[config.mk]
export PLATFORM = sky130hd
export DESIGN_NAME = multi_input_debounce_toggle
export DESIGN_NICKNAME = d
export VERILOG_FILES = /design/src/design/midt_pkg.sv /design/src/design/multi_input_debounce_toggle.sv
export VERILOG_INCLUDE_DIRS = /design/src /design/src/design
export SDC_FILE = /design/constraint.sdc
export NUM_CORES = 1
export LEC_CHECK = 0
export BUFFER_PORTS_ARGS = -buffer_cell sky130_fd_sc_hd__buf_4
export CAP_MARGIN = 5
export CORE_MARGIN = 4
export CORE_UTILIZATION = 45
export DETAILED_ROUTE_END_ITERATION = 10
export PLACE_DENSITY_LB_ADDON = 0.25
export SYNTH_ARGS = -nofsm -noshare
export SYNTH_HDL_FRONTEND = slang
export SYNTH_SLANG_ARGS = --single-unit
[constraint.sdc]
create_clock -name clk -period 8.8 [get_ports clk]
set_clock_uncertainty 0.05 [all_clocks]
set_input_delay 0.88 -clock clk [delete_from_list [all_inputs] [get_ports clk]]
set_output_delay 0.88 -clock clk [all_outputs]
set_load 0.01 [all_outputs]
[src/design/multi_input_debounce_toggle_assert.svh]
// assertion macros for the multi-input debounce and toggle block
// no dependencies; included by the rtl files that carry assertions
`ifndef MULTI_INPUT_DEBOUNCE_TOGGLE_ASSERT_SVH
`define MULTI_INPUT_DEBOUNCE_TOGGLE_ASSERT_SVH
`ifndef NO_ASSERTIONS
// property on an explicit clock and reset
`define MIDT_ASSERT_CR(label, clk_s, rst_s, prop) \
  label: assert property (@(posedge clk_s) disable iff (rst_s) prop) \
    else $error("midt assertion failed");
// property on the usual clk and rst of the module
`define MIDT_ASSERT(label, prop) \
  `MIDT_ASSERT_CR(label, clk, rst, prop)
`else
`define MIDT_ASSERT_CR(label, clk_s, rst_s, prop)
`define MIDT_ASSERT(label, prop)
`endif
`endif

[src/design/midt_pkg.sv]
// shared constants and types for the multi-input debounce and toggle block
// no dependencies
`default_nettype none

package midt_pkg;

  localparam int CHAN_MAX          = 16;
  localparam int TICK_W            = 16;
  localparam int DEF_NUM_CHANNELS  = 16;
  localparam int DEF_CLICK_CHANGES = 2;
  localparam logic [TICK_W-1:0] TICKS_RESET = 16'd50;
  localparam logic [TICK_W-1:0] ELAPSED_MAX = 16'hFFFF;

  // per-channel state word held in the state memory
  typedef struct packed {
    logic              count;
    logic              running;
    logic [TICK_W-1:0] elapsed;
  } chan_state_t;

endpackage

`default_nettype wire

[src/design/multi_input_debounce_toggle.sv]
// multi-input debounce and toggle block, top level
// depends on midt_pkg and multi_input_debounce_toggle_assert.svh
`default_nettype none
`include "multi_input_debounce_toggle_assert.svh"

// Each input beat is one tick: a raw sample of all inputs (tdata) and the
// manual-mode flag (tuser). Every channel runs its own timer; a change held
// for debounce_ticks ticks is committed to the debounced vector, and in manual
// mode every second committed change (or every one, with CLICK_CHANGES = 1)
// flips the channel's clicked bit. Each input beat gives one output beat with
// the debounced vector in tdata[15:0] and the clicked vector in tdata[31:16].
// Per-channel timer state lives in a simple dual-port state memory (one read
// and one write each cycle) with a registered read; channels are swept one per
// clock while the sweep is not stalled, so a beat holds the block until its
// last channel is issued. The next beat is taken on the same cycle that the
// last channel of the current one is issued, so a new beat can enter while
// the current one is still in stage one; its result passes from stage one
// into the output register, and a waiting output beat stalls the sweep only
// when the next result is ready to replace it. The state memory has
// per-entry valid bits cleared by reset, so there is no clearing pass.
// debounce_ticks resets to 50 and should be written only while idle.
module multi_input_debounce_toggle #(
  parameter int NUM_CHANNELS  = midt_pkg::DEF_NUM_CHANNELS,
  parameter int CLICK_CHANGES = midt_pkg::DEF_CLICK_CHANGES
) (
  input  wire logic        clk,
  input  wire logic        rst,
  // configuration
  input  wire logic        cfg_we,
  input  wire logic [15:0] cfg_wdata,      // debounce_ticks
  // input stream
  input  wire logic        s_axis_tvalid,
  output logic             s_axis_tready,
  input  wire logic [15:0] s_axis_tdata,   // raw_inputs[15:0]
  input  wire logic        s_axis_tuser,   // manual_mode
  // output stream
  output logic             m_axis_tvalid,
  input  wire logic        m_axis_tready,
  output logic [31:0]      m_axis_tdata    // debounced_inputs[15:0], clicked_inputs[31:16]
);

  localparam int CH_W = (NUM_CHANNELS > 1) ? $clog2(NUM_CHANNELS) : 1;
  localparam logic [CH_W-1:0] LAST_CH = CH_W'(NUM_CHANNELS - 1);
  localparam logic [1:0] CLICK_N = 2'(CLICK_CHANGES);

  // configuration register
  logic [midt_pkg::TICK_W-1:0] debounce_ticks;

  always_ff @(posedge clk) begin
    if (rst) begin
      debounce_ticks <= midt_pkg::TICKS_RESET;
    end else if (cfg_we) begin
      debounce_ticks <= cfg_wdata;
    end
  end

  // held input beat and channel sweep counter
  logic                          busy;
  logic [CH_W-1:0]               ch;
  logic [midt_pkg::CHAN_MAX-1:0] sample;
  logic                          manual;

  logic stall;
  logic issue;
  logic issue_last;
  logic in_acc;

  assign issue         = busy && !stall;
  assign issue_last    = issue && (ch == LAST_CH);
  assign s_axis_tready = !busy || issue_last;
  assign in_acc        = s_axis_tvalid && s_axis_tready;

  always_ff @(posedge clk) begin
    if (rst) begin
      busy <= 1'b0;
      ch   <= '0;
    end else if (in_acc) begin
      busy <= 1'b1;
      ch   <= '0;
    end else if (issue) begin
      busy <= !issue_last;
      ch   <= issue_last ? '0 : ch + CH_W'(1);
    end
  end

  always_ff @(posedge clk) begin
    if (in_acc) begin
      sample <= s_axis_tdata;
      manual <= s_axis_tuser;
    end
  end

  // state memory, valid bits and write-to-read forwarding
  midt_pkg::chan_state_t mem [NUM_CHANNELS];
  logic [NUM_CHANNELS-1:0] mem_vld;
  midt_pkg::chan_state_t rd_data;
  logic                  rd_vld;
  midt_pkg::chan_state_t byp_data;
  logic                  fwd_hit;

  logic                  wr_en;
  midt_pkg::chan_state_t wr_data;

  // stage one: channel whose state word is arriving from memory
  logic            s1_valid;
  logic [CH_W-1:0] s1_ch;
  logic            s1_now;
  logic            s1_manual;
  logic            s1_last;

  assign wr_en = s1_valid && !stall;

  always_ff @(posedge clk) begin
    if (wr_en) begin
      mem[s1_ch] <= wr_data;
    end
    if (issue) begin
      rd_data  <= mem[ch];
      byp_data <= wr_data;
    end
  end

  always_ff @(posedge clk) begin
    if (rst) begin
      mem_vld  <= '0;
      rd_vld   <= 1'b0;
      fwd_hit  <= 1'b0;
      s1_valid <= 1'b0;
    end else begin
      if (wr_en) begin
        mem_vld[s1_ch] <= 1'b1;
      end
      if (!stall) begin
        s1_valid <= issue;
      end
      if (issue) begin
        rd_vld  <= mem_vld[ch];
        // same entry written this cycle: take the fresh word next cycle
        fwd_hit <= wr_en && (s1_ch == ch);
      end
    end
  end

  always_ff @(posedge clk) begin
    if (issue) begin
      s1_ch     <= ch;
      s1_now    <= sample[ch];
      s1_manual <= manual;
      s1_last   <= (ch == LAST_CH);
    end
  end

  // debounced and clicked vectors
  logic [NUM_CHANNELS-1:0] deb;
  logic [NUM_CHANNELS-1:0] clk_bits;
  logic [NUM_CHANNELS-1:0] deb_next;
  logic [NUM_CHANNELS-1:0] clk_bits_next;

  midt_pkg::chan_state_t       cur;
  logic [midt_pkg::TICK_W-1:0] elapsed_inc;
  logic                        held;

  // read, modify: one channel per cycle while the sweep is not stalled
  always_comb begin
    cur           = fwd_hit ? byp_data : (rd_vld ? rd_data : '0);
    held          = deb[s1_ch];
    elapsed_inc   = (cur.elapsed == midt_pkg::ELAPSED_MAX) ? cur.elapsed
                                                            : cur.elapsed + 16'd1;
    wr_data       = cur;
    deb_next      = deb;
    clk_bits_next = clk_bits;
    if (!cur.running) begin
      // idle channel: start timing on a mismatch
      if (s1_now != held) begin
        wr_data.running = 1'b1;
        wr_data.elapsed = '0;
      end
    end else if (elapsed_inc < debounce_ticks) begin
      wr_data.elapsed = elapsed_inc;
    end else begin
      // timer expired: re-check the sample
      wr_data.running = 1'b0;
      wr_data.elapsed = '0;
      if (s1_now == held) begin
        wr_data.count = 1'b0;
      end else begin
        deb_next[s1_ch] = s1_now;
        if (s1_manual) begin
          if ({1'b0, cur.count} + 2'd1 >= CLICK_N) begin
            clk_bits_next[s1_ch] = !clk_bits[s1_ch];
            wr_data.count        = 1'b0;
          end else begin
            wr_data.count = 1'b1;
          end
        end
      end
    end
  end

  always_ff @(posedge clk) begin
    if (rst) begin
      deb      <= '0;
      clk_bits <= '0;
    end else if (wr_en) begin
      deb      <= deb_next;
      clk_bits <= clk_bits_next;
    end
  end

  // output register; the sweep waits only when a new result would overwrite
  // a beat that has not been taken
  assign stall = s1_valid && s1_last && m_axis_tvalid && !m_axis_tready;

  always_ff @(posedge clk) begin
    if (rst) begin
      m_axis_tvalid <= 1'b0;
    end else if (wr_en && s1_last) begin
      m_axis_tvalid <= 1'b1;
    end else if (m_axis_tready) begin
      m_axis_tvalid <= 1'b0;
    end
  end

  always_ff @(posedge clk) begin
    if (wr_en && s1_last) begin
      m_axis_tdata <= {16'(clk_bits_next), 16'(deb_next)};
    end
  end

  // a beat taken restarts the sweep at channel zero
  `MIDT_ASSERT(a_accept_starts_sweep, in_acc |=> busy && (ch == '0))
  // the sweep counter stays within the channel range
  `MIDT_ASSERT(a_ch_in_range, busy |-> ch <= LAST_CH)
  // last channel written always loads a result
  `MIDT_ASSERT(a_last_gives_result, wr_en && s1_last |=> m_axis_tvalid)
  // forwarding only fires when the previous write met the same channel
  `MIDT_ASSERT(a_fwd_has_stage, fwd_hit |-> s1_valid)
  // a stall holds the last channel in stage one
  `MIDT_ASSERT(a_stall_holds, stall |=> s1_valid && s1_last && $stable(s1_ch))

endmodule

`default_nettype wire
; After elaboration in Yosys (flattened, before gate mapping)
; Memories as Yosys holds them, arrays and structs flattened. A register that Yosys moved wholly into a read port is not among the register bits.
; Index checks and enable logic that the tools add are counted.
[totals]
reg_bits = 147
ramBits = 288
inputBits = 38
output_inout_bits = 34
wordCells = 92
memories = 1
[mem_list]
columns = memory, words, word_bits, rd, rd_clocked_by_memory_dff, wr, line_no
row1 = mem, 16, 18, 1, 1, 1, multi_input_debounce_toggle.sv:94  ; midt_pkg::chan_state_t mem [NUM_CHANNELS];
[op_classes]
n_addsub = 3
order_cmp = 5
n_eq_ne = 5
n_mux = 38
n_bitwise = 1
reduce_logical = 19
[ops]
columns = cell, count
row1 = 16-bit 2-to-1 mux, 10
row2 = 18-bit 2-to-1 mux, 2
row3 = 17-bit 2-to-1 mux, 2
row4 = 16-bit bitwise mux, 2
row5 = "16-bit by 1-bit adder with 16-bit output, second input constant", 1
row6 = 1-bit binary-select mux with 4-bit select, 4
row7 = "16-bit equality test, second input constant", 1
row8 = 16-bit < comparator, 1
row9 = 16-bit bitwise OR, 1
row10 = 1-bit 2-to-1 mux, 15
row11 = 1-bit logical AND, 10
row12 = "4-bit by 5-bit < comparator with 1-bit output, second input constant", 2
row13 = 1-bit zero test, 5
row14 = "4-bit by 1-bit adder with 4-bit output, second input constant", 1
row15 = 1-bit demux with 4-bit select, 1
row16 = 4-bit equality test, 1
row17 = "4-bit equality test, second input constant", 1
row18 = "4-bit by 1-bit greater-or-equal comparator with 1-bit output, second input constant", 1
row19 = 4-bit 2-to-1 mux, 1
row20 = 2-bit nonzero test, 2
row21 = "1-bit by 1-bit adder with 2-bit output, second input constant", 1
row22 = "2-bit greater-or-equal comparator, second input constant", 1
row23 = 2-bit 2-to-1 mux, 1
row24 = 2-bit OR reduction, 1
row25 = other kinds (3), 3

; Longest topological paths before layout
; Gate-level depths: netlist (run 1).
[logic_depth]
ltp_word = 10
mapped_depth = 24
ltp_nobuf = 19

; Worst setup path after synthesis (run 1)
; No wires, ideal clock.
[synth_path]
kind = register to register
startpoint = register rd_vld
endpoint = register byp_data[3] in the netlist's numbering, data pin
setup_ns = 0.338
t_arrival_ns = 4.850
t_required_ns = 8.412
slack_ns = 3.562
path_stages_with_launch = 23
n_path_buf = 5
period_less_slack_ns = 5.238
path_cell_list = dfxtp_1 > buf_4 > buf_4 > nor2b_1 > buf_2 > a22o_1 > ha_1 > nand4b_1 > a2bb2oi_1 > and4_1 > clkbuf_1 > or4_1 > nor2_1 > xnor2_1 > ha_1 > a21o_1 > a21o_1 > a211oi_1 > o211ai_1 > or2_0 > clkbuf_1 > or4_1 > o21ai_0
[synth_rtl]
columns = item, line_no
row1 = start: declaration, multi_input_debounce_toggle.sv:97  ; logic rd_vld;
row2 = start signal: assignment, multi_input_debounce_toggle.sv:137  ; rd_vld <= mem_vld[ch];
row3 = end signal: assignment, multi_input_debounce_toggle.sv:119  ; byp_data <= wr_data;
row4 = end: declaration, multi_input_debounce_toggle.sv:98  ; midt_pkg::chan_state_t byp_data;

==> results of run 1 <==
-- placed cells by master, fill, tap and decap left out, drive strengths merged, types with 19 or more instances in the layout --
cell / synthesis / final
o21ai: 21 / 21
nor3: 22 / 22
nor2: 60 / 60
nand3: 19 / 19
clkbuf: 51 / 64
nand2: 57 / 57
inv: 30 / 31
a21oi: 26 / 26
buf: 30 / 89
dfxtp: 73 / 73
edfxtp: 380 / 380
mux2: 27 / 27
mux4: 108 / 108
clkinv: 1 / 19
-- metrics by stage --
step / setup WS [ps] / utilization [%]
finish: 2050 / 51.7
global route: 1590 / 51.7
CTS: 2170 / 51.7
detailed placement: 2210 / 48.2
global placement: 2390 / 48.2
floorplan: 3560 / -
-- registers in the layout, indices dropped and copies added (netlist names), 4 cells and up --
name            flops
rd_data            18
s1_ch               4
sample             16
m_axis_tdata       32
byp_data           18
deb                16
mem_vld            16
ch                  4
debounce_ticks     16
clk_bits           16
mem               288
-- layout make-up --
class,instances,area [um^2]
clock buffers,64,1270
clock inverters,24,229
fillers,3408,20300
inverters,31,116
multi-input cells,594,5910
flip-flops and latches,453,12900
well taps,539,674
repair buffers,89,668
-- logic make-up (layout without fill, tap and decap cells) --
logic type	Yosys count	after routing
fa+ha+maj	17	17
simple gates	244	244
flops	453	453
mux	151	151
compound gates	165	165
buf+inv	112	208
xor+xnor	17	17
-- power groups by stage --
stage               combinational (uW)  clock [uW]  sequential, uW
floorplan                          112           0            2390
global placement                   155           0            2410
detailed placement                 157           0            2410
CTS                                158        1970            2360
global route                       169        2060            2360
finish                             156        1920            2360
-- per-layer routing --
layer	vias to the layer above	routed length [um]	track usage [%]	share of wire, %
li1	4786	-	-	-
met1	5565	19500	27.6	44
met2	330	21700	31.4	48
met3	63	2440	3.53	5.5
met4	0	1050	5.23	2.3
met5	-	0	0	0
-- worst paths after layout --
kind / start / endpoint / slack (ps) / depth (start not counted)
min: mem_vld[11] / mem_vld[11] / 410 / 1
max reg2reg: rd_vld / mem[5][15] / 2050 / 17
max: rd_vld / mem[5][15] / 2050 / 17
min reg2reg: mem_vld[11] / mem_vld[11] / 410 / 1
==> impl_results.md, run 1 <==
* Vias in the first global route at 10800
* Crit Path Max Fanout at 18
* Largest family of logic cells by synthesized area: multiplexers
* IO Count at between 70 and 80
* Nature of the critical path endpoint: register
* Initial antenna violation count at 1
* Post-DR vias/cell at 5.99
* Largest net degree at the start of global routing at 79
* Antenna-violating nets left at 0
* Highest Clock Rate at 148 MHz
* Worst VDD drop at between 100 and 150 uV
* Total core area at 42000 um^2
* Gr ovfl total at 0
* Status: finished clean
* CP max-delay cell: a31oi_1
* Clock Sinks at between 400 and 500
* Crit Path Category: register to register
* Slew HR at around 13%
* Syn Nets at 1214
* Total global-route track usage at 19.5%
* Slowest Stage Delay on Critical Path at roughly 950 ps
* Via Count at 10700
* Hold_ws at between 400 and 500 ps
* CTS resizes at 0
* Most frequent cell after synthesis: edfxtp_1
* CP arrival at 6890 ps
* Slew Limit Fails at 0
* Synth Area in Simple Gates at 6.73%
* RSZ-0062 raised after global routing: no
* Fin cells at between 1500 and 2000
* Design area at 21700 um^2
* Post-DP Area at 20200 um^2
* Cell mode on critical path: ha_1
* Row Count at 75
* Mux cell area share after synthesis at 15.1%
* Post-Place Cells at 1706
* Die height at between 200 and 250 um
* Worst-Skew Late Latency at between 500 and 600 ps
* Layout cell share with drive strength beyond 1 at 25.4%
* Tcrit/Tclk final at 76.7%
* Die Area at about 46000 um^2
* Int Power at between 3000 and 4000 uW
* Layout Nets at around 1300
* CTS root buf: clkbuf_16
* LEAKAGE at roughly 0.0067 uW
* WP buf/inv at 0
* Syn-to-layout area delta at 13.6%
* P_sw at around 930 uW
* Detailed Place HPWL at between 20 and 30 mm
* Pwr Total at about 4400 uW
* Cts hold-fix bufs at 0
* Port Buf Inserts at 71
* Compound-Gate Fraction of Synth Area at under 10%
* Part of the Yosys area used for sequential elements at a little under 70%
* Crit start category: register
* Fin. Hold Viols at 0
* Delay-heaviest family, CP: compound AO/OA/AOI/OAI gates
* Post-Syn Instances at 1159
* Post-synth top cells: edfxtp_1 (380), mux4_2 (108), dfxtp_1 (73)
* Total of max-cap violations at 0
* GPL Wtd Cong at just over 0.9
* Starting density of the core at about 46%
* Wirelength per Cell at 24.9 um
* Detailed Route WL at between 40 and 50 mm
* Least-Margin Pin Slew at 1300 ps
* Distinct cells, synth at 65
* Hold crit path type: register to register
* Fin crit period at ~6800 ps
* Reg clk slew, reported paths at about 60 ps
* Diodes inserted at 0
* Synth Flop Type: edfxtp_1
* Post-synth ARST share at 0%
* Iter 0 DRT Violations at approximately 1100
* Net Sw Frac at between 20% and 30%
* Synth warnings at 0
* Die X at around 210 um
* Htree depth at 2
* Worst path required time at 8940 ps
* Remaining DRCs at 0
* Total negative slack at 0 ps
* Yosys top cell by area: edfxtp_1
* Cell Pwr Density at approximately 200 nW/um^2
* TritonCTS clock tree: yes
* Synth area leaders: edfxtp_1 (60%), mux4_2 (13%), dfxtp_1 (7.6%)
* First-pass GRT wire length at between 60 and 70 mm
* XOR/XNOR Fraction of Synth Area at 0.778%
* Clk buf depth at 3
* Crit path cell chain: nor2b_1 -> a22o_1 -> ha_1 -> nand4b_1 -> a2bb2oi_1 -> and4_1 -> nor2_1 -> nand4_1 -> xor2_1 -> ha_1 -> and2_0 -> a221o_1 -> a21oi_1 -> o211ai_1 -> or2_0 -> a211o_1 -> a31oi_1
* Final setup viols at 0
* Synth top area share at 59.6%
* Post-synth EDFFs at 380
* Mapped Avg Cell Area at 16.5 um^2
* Clk pwr share at between 40% and 50%
* Setup bufs post-CTS at 0
* Comb power frac at approximately 3.5%
* Count of state elements after synthesis at roughly 450
* Mapped Area at approximately 19000 um^2
* Register share of total power at ~53%
* Adder-Cell Fraction of Synth Area at ~1.1%
* DRT Pass-1 Iters at 5
* CTS Buf Count at 47
Note: power is estimated with default switching activity, not from simulation.
==> run 2, diff against run 1 <==
Clock period 8.8 ns to 6.3 ns, I/O delays scaled along.
==> run 2 against run 1 <==
  * Sequential power is 40% higher
  * Final cell count up 0.11%
  * Die area stayed put
  * Largest cell class unchanged
  * Global-route usage fell by 0.57 points
  * Total power grew 41%
  * Combinational power rose by 40%
  * Routed wire length shrank 2.6%
  * Fmax grew 17%
  * Hold slack worse by 230 ps
==> impl_results.md, run 2 (same netlist as run 1, synthesis figures left out) <==
* Status: finished clean
* CTS resizes at 0 (unchanged)
* Highest Clock Rate at 174 MHz (+17%)
* Register share of total power at 52.6% (-0.6 points)
* CTS Buf Count at 46 (-2.1%)
* Diodes inserted at 0 (unchanged)
* Clk pwr share at 43.9% (+0.6 points)
* Vias in the first global route at 10700 (-1.1%)
* Design area at 21800 um^2 (+0.30%)
* Delay-heaviest family, CP: simple AND/OR/NAND/NOR gates
* Pwr Total at 6260 uW (+41%)
* Slew Limit Fails at 0 (unchanged)
* Crit Path Category: register to register
* Syn-to-layout area delta at 13.9%
* Layout Nets at 1278 (+0.55%)
* Multi-input gate area at 5910 um^2 (unchanged)
* Slowest Stage Delay on Critical Path at 500 ps (-450 ps)
* CP arrival at 6140 ps (-750 ps)
* Die Area at 45900 um^2 (unchanged)
* Tcrit/Tclk final at 91.4% (+15 points)
* GR Layer Usage met1 at 26.3% (-1.3 points)
* Post-DP Area at 20300 um^2 (+0.26%)
* Total of max-cap violations at 0 (unchanged)
* Layout cell share with drive strength beyond 1 at 25.7% (+0.28 points)
* Filler instances at 3388 (-0.59%)
* Die height at 214 um (unchanged)
* Grt met2 use at 30.6% (-0.78 points)
* Worst VDD drop at 180 uV (+25%)
* Antenna-violating nets left at 0 (unchanged)
* CP max-delay cell: nor3_1
* Nature of the critical path endpoint: register
* Total core area at 42000 um^2 (unchanged)
* IO Count at 72 (unchanged)
* Crit path cell chain: buf_4 -> nor2b_1 -> a22o_1 -> ha_1 -> nand4b_1 -> a2bb2oi_1 -> and4_1 -> or2_2 -> nor3_1 -> nand2_1 -> xnor2_1 -> ha_1 -> and4_1 -> nand4_1 -> or3_1 -> a2111oi_4 -> o21ai_4 -> buf_4 -> buf_4 -> o311ai_0 -> o41ai_1
* Iter 0 DRT Violations at 966 (-8.2%)
* Worst path required time at 6690 ps (-2250 ps)
* Crit start category: register
* Reg clk slew, reported paths at 60 ps (about the same)
* Max reg flops at 288 (unchanged)
* Total global-route track usage at 18.9% (-0.57 points)
* Met3 Use GR at 2.96% (-0.57 points)
* RSZ-0062 raised after global routing: no
* Register area at 12900 um^2 (unchanged)
* Hold_ws at 184 ps (-230 ps)
* Commonest cells after routing, fill and taps aside: edfxtp_1 (380), mux4_2 (108), buf_4 (97)
* Worst-Skew Late Latency at 580 ps (about the same)
* P_sw at 1280 uW (+37%)
* Fin cells at 1796 (+0.11%)
* CTS root buf: clkbuf_16
* GPL Wtd Cong at 0.861 (-8.0%)
* Row Count at 75 (unchanged)
* Least-Margin Pin Slew at 1250 ps (-53.3 ps)
* Cell mode on critical path: buf_4
* Largest registers: mem (288), m_axis_tdata (32)
* Slew HR at 16.9% (+4.0 points)
* Port Buf Inserts at 71 (unchanged)
* Wirelength per Cell at 24.2 um (-2.8%)
* Starting density of the core at 45.5% (unchanged)
* TritonCTS clock tree: yes
* Total negative slack at 0 ps (unchanged)
* Remaining DRCs at 0 (unchanged)
* Gr ovfl total at 0 (unchanged)
* Fin. Hold Viols at 0 (unchanged)
* Largest net degree at the start of global routing at 55 (-30%)
* Post-DR vias/cell at 5.97 (-0.27%)
* Fin crit period at 5760 ps (-995 ps)
* DRT Pass-1 Iters at 5 (unchanged)
* Commonest non-fill, non-tap cell in the layout: edfxtp_1
* Final setup viols at 0 (unchanged)
* GRT busiest layer: met2
* Setup bufs post-CTS at 0 (unchanged)
* Initial antenna violation count at 0 (-1)
* Int Power at 4980 uW (+42%)
* Hold crit path type: primary input to register
* Cell Pwr Density at 287 nW/um^2 (+41%)
* LEAKAGE at 0.00674 uW (+0.64%)
* Clk buf depth at 3 (unchanged)
* Via Count at 10700 (-0.16%)
* First-pass GRT wire length at 66.8 mm (-2.8%)
* Net Sw Frac at 20.4% (-0.60 points)
* Crit Path Max Fanout at 25 (+7)
* Clock Sinks at 453 (unchanged)
* Post-Place Cells at 1713 (+0.41%)
* Detailed Route WL at 43.5 mm (-2.6%)
* Detailed Place HPWL at 26.1 mm (-0.61%)
* WP buf/inv at 3 (+3)
* Largest reg by FF count: mem
* Comb power frac at 3.5% (about the same)
* Cts hold-fix bufs at 0 (unchanged)
* Htree depth at 2 (unchanged)
* Die X at 214 um (unchanged)
[run 2: cell count changes in the layout (fill, tap and decap cells not counted), sizes merged]
cell / delta
clkbuf: -9
buf: +8
bufinv: +4
clkinvlp: -1
inv: +1
clkinv: -1
[run 2: worst paths after layout]
kind / start / endpoint / slack, ps / cells after the start
worst min register to register: mem_vld[10] / mem_vld[10] / 410 / 1
worst max register to register: fwd_hit / deb[1] / 540 / 21
worst max-delay path: fwd_hit / deb[1] / 540 / 21
worst min-delay path: s_axis_tdata[9] / sample[9] / 180 / 1
[run 2: metal layers]
layer / vias to the layer above / part of all wire [%]
met5: - / 0
met4: 0 / 3.0
met3: 92 / 6.0
met2: 414 / 49
met1: 5437 / 42
li1: 4784 / -
[run 2: power by group through the flow]
stage	clock network, uW	logic, uW	registers [uW]
5_1_grt	2920	237	3300
4_1_cts	2800	221	3300
3_3_place_gp	0	218	3360
3_5_place_dp	0	220	3360
2_1_floorplan	0	156	3340
6_report	2750	218	3300
[run 2: area by class of cell]
class / count / share of cell area [%]
timing repair buffer: 97 / 3.34
clock buffer: 55 / 5.43
tap: 539 / 3.09
multi-input combinational: 594 / 27.1
inverter: 31 / 0.533
clock inverter: 27 / 1.47
sequential: 453 / 59.1
[run 2: per-stage QoR]
step | setup WS [ps] | utilization, %
floorplan | 1060 | -
global placement | 834 | 48.3
detailed placement | 692 | 48.3
CTS | 673 | 51.9
global route | 152 | 51.9
finish | 544 | 51.9
==> run 3, diff against run 2 <==
Settings changed: CORE_ASPECT_RATIO set to 2.
Clock period 6.3 ns to 5.3 ns, I/O delays scaled along.
==> run 3 against run 2 <==
  * Global-route usage grew 1.7 points
  * Clock-buffer cell count down 10
  * Sequential power grew 19%
  * Combinational power rose by 26%
  * Clock power grew 4%
==> impl_results.md, run 3 (same netlist as run 1, synthesis figures left out) <==
* Final setup viols at 0 (unchanged)
* Post-DP Area at 20700 um^2 (+1.7%)
* Wirelength per Cell at 26.3 um (+8.7%)
* Total core area at 41900 um^2 (-0.31%)
* Total negative slack at 0 ps (unchanged)
* Worst path required time at 5550 ps (-1140 ps)
* Starting density of the core at 45.7% (+0.14 points)
* Nature of the critical path endpoint: register
* Slew HR at 27.8% (+11 points)
* Worst VDD drop at 204 uV (+13%)
* First-pass GRT wire length at 71.3 mm (+6.7%)
* TritonCTS clock tree: yes
* CTS Buf Count at 39 (-15%)
* Status: finished clean
* Critical path origin: rd_vld
* Largest registers: mem (288), m_axis_tdata (32)
* DRT Pass-1 Iters at 5 (unchanged)
* Syn-to-layout area delta at 14.8%
* Max reg flops at 288 (unchanged)
* Vias in the first global route at 11500 (+6.9%)
* Port Buf Inserts at 71 (unchanged)
* Total of max-cap violations at 0 (unchanged)
* Fin. Hold Viols at 0 (unchanged)
* Crit Path Max Fanout at 26 (+4.0%)
* Tcrit/Tclk final at 96.6% (+5.2 points)
* Htree depth at 2 (unchanged)
* Post-Place Setup Slack at 16.4 ps (-675 ps)
* Cell Pwr Density at 321 nW/um^2 (+12%)
* Detailed Place HPWL at 31.3 mm (+20%)
* Worst-Skew Late Latency at 560 ps (-20 ps)
* Total global-route track usage at 20.6% (+1.7 points)
* Least-Margin Pin Slew at 1080 ps (-164 ps)
* Gr ovfl total at 0 (unchanged)
* Diodes inserted at 0 (unchanged)
* Remaining DRCs at 0 (unchanged)
* Commonest non-fill, non-tap cell in the layout: edfxtp_1
* Row Count at 106 (+41%)
* Fin cells at 1820 (+1.3%)
* Initial antenna violation count at 0 (unchanged)
* IO Count at 72 (unchanged)
* Die height at 300 um (+40%)
* Highest Clock Rate at 195 MHz (+12%)
* RSZ-0062 raised after global routing: no
* Crit Path Category: register to register
* Hold crit path type: primary input to register
* Crit start category: register
* Die X at 154 um (-28%)
* Slew Limit Fails at 0 (unchanged)
* Clock Sinks at 453 (unchanged)
* GPL Wtd Cong at 0.959 (+11%)
* Fin crit period at 5120 ps (-637 ps)
* Largest reg by FF count: mem
* Final core utilization at 52.4% (+0.56 points)
* Clk buf depth at 3 (unchanged)
* CTS root buf: clkbuf_16
* R2R Path Start: rd_vld
* Post-route worst setup slack at 181 ps (-363 ps)
* Reg clk slew, reported paths at 70 ps (about the same)
* Via Count at 10900 (+1.9%)
* Commonest cells after routing, fill and taps aside: edfxtp_1 (380), buf_4 (123), mux4_2 (108)
* Layout cell share with drive strength beyond 1 at 28.2% (+2.5 points)
* Hold path start: s_axis_tdata[11]
* Design area at 22000 um^2 (+0.76%)
* Post-DR vias/cell at 6.00 (+0.54%)
* LEAKAGE at 0.00687 uW (+2.0%)
* CP arrival at 5370 ps (-770 ps)
* Antenna-violating nets left at 0 (unchanged)
* Post-Place Cells at 1749 (+2.1%)
* Detailed Route WL at 47.9 mm (+10%)
* Layout Nets at 1305 (+2.1%)
* Die Area at 46100 um^2 (+0.44%)
* Iter 0 DRT Violations at 709 (-27%)
* Cts hold-fix bufs at 0 (unchanged)
* Largest net degree at the start of global routing at 66 (+20%)
==> run 3: cell types whose count changed in the layout (fill, tap and decap cells not counted), moves of 2 or more <==
| cell | previous run | this run |
|---|---|---|
| clkbuf_1 | 9 | 5 |
| nor2_4 | 16 | 13 |
| clkinv_2 | 3 | 8 |
| buf_12 | 0 | 8 |
| nor4_1 | 9 | 7 |
| nor2_2 | 1 | 5 |
| buf_4 | 97 | 123 |
| nor4_4 | 0 | 2 |
| clkinv_1 | 13 | 10 |
| clkbuf_16 | 46 | 39 |
| bufinv_16 | 7 | 4 |
| clkinvlp_2 | 0 | 2 |
==> run 3: power by group <==
part	leakage, uW	internal, uW	switching (uW)
registers	0.00390	3870	41.8
logic	0.00235	117	157
clock network	0.000619	1570	1290
total	0.00687	5570	1490
==> run 3: worst paths after layout <==
kind | to | slack [ps] | cells after the start
setup / recovery | m_axis_tdata[30] | 180 | 19
hold / removal | sample[11] | 100 | 1
setup reg to reg | m_axis_tdata[30] | 180 | 19
hold reg to reg | s1_manual | 390 | 0
==> run 3: critical path: stages, from the launching register on <==
cell	delay, ps
dfxtp_1	360
nor2b_1	160
a22o_1	220
ha_1	260
nand4b_1	150
a2bb2oi_1	100
and4_1	240
or2_2	320
nor3_4	230
nand2_1	90
xnor2_1	180
ha_1	310
and4_1	220
nand4_1	140
or3_4	420
a2111oi_4	420
o21ai_4	140
buf_12	190
nor4_1	290
mux2_1	350
==> run 3: layer usage <==
| metal | GRT usage, % | up-vias | share of wire [%] |
|---|---|---|---|
| met5 | 0 | - | 0 |
| met4 | 9.89 | 0 | 5.1 |
| met3 | 2.51 | 114 | 4.7 |
| met2 | 38.9 | 383 | 56 |
| met1 | 22.6 | 5588 | 34 |
| li1 | - | 4844 | - |
==> run 3: repair_timing <==
item                       in CTS  in global routing
gates resized for setup         0                 13
setup endpoints to repair       0                249
setup buffers                   0                  0
==> run 3: stage by stage <==
stage / power, uW / hold slack (ps)
2_1_floorplan: 4160 / 350
3_3_place_gp: 4270 / 360
3_5_place_dp: 4270 / 372
4_1_cts: 7120 / 78.4
5_1_grt: 7260 / 89.6
6_report: 7050 / 102
==> run 3: area by class of cell <==
cell class,count,area [um^2]
inverters,31,116
multi-input cells,594,5950
flip-flops and latches,453,12900
repair buffers,131,1080
clock inverters,26,259
clock buffers,45,1010
fillers,3376,19900
well taps,540,676
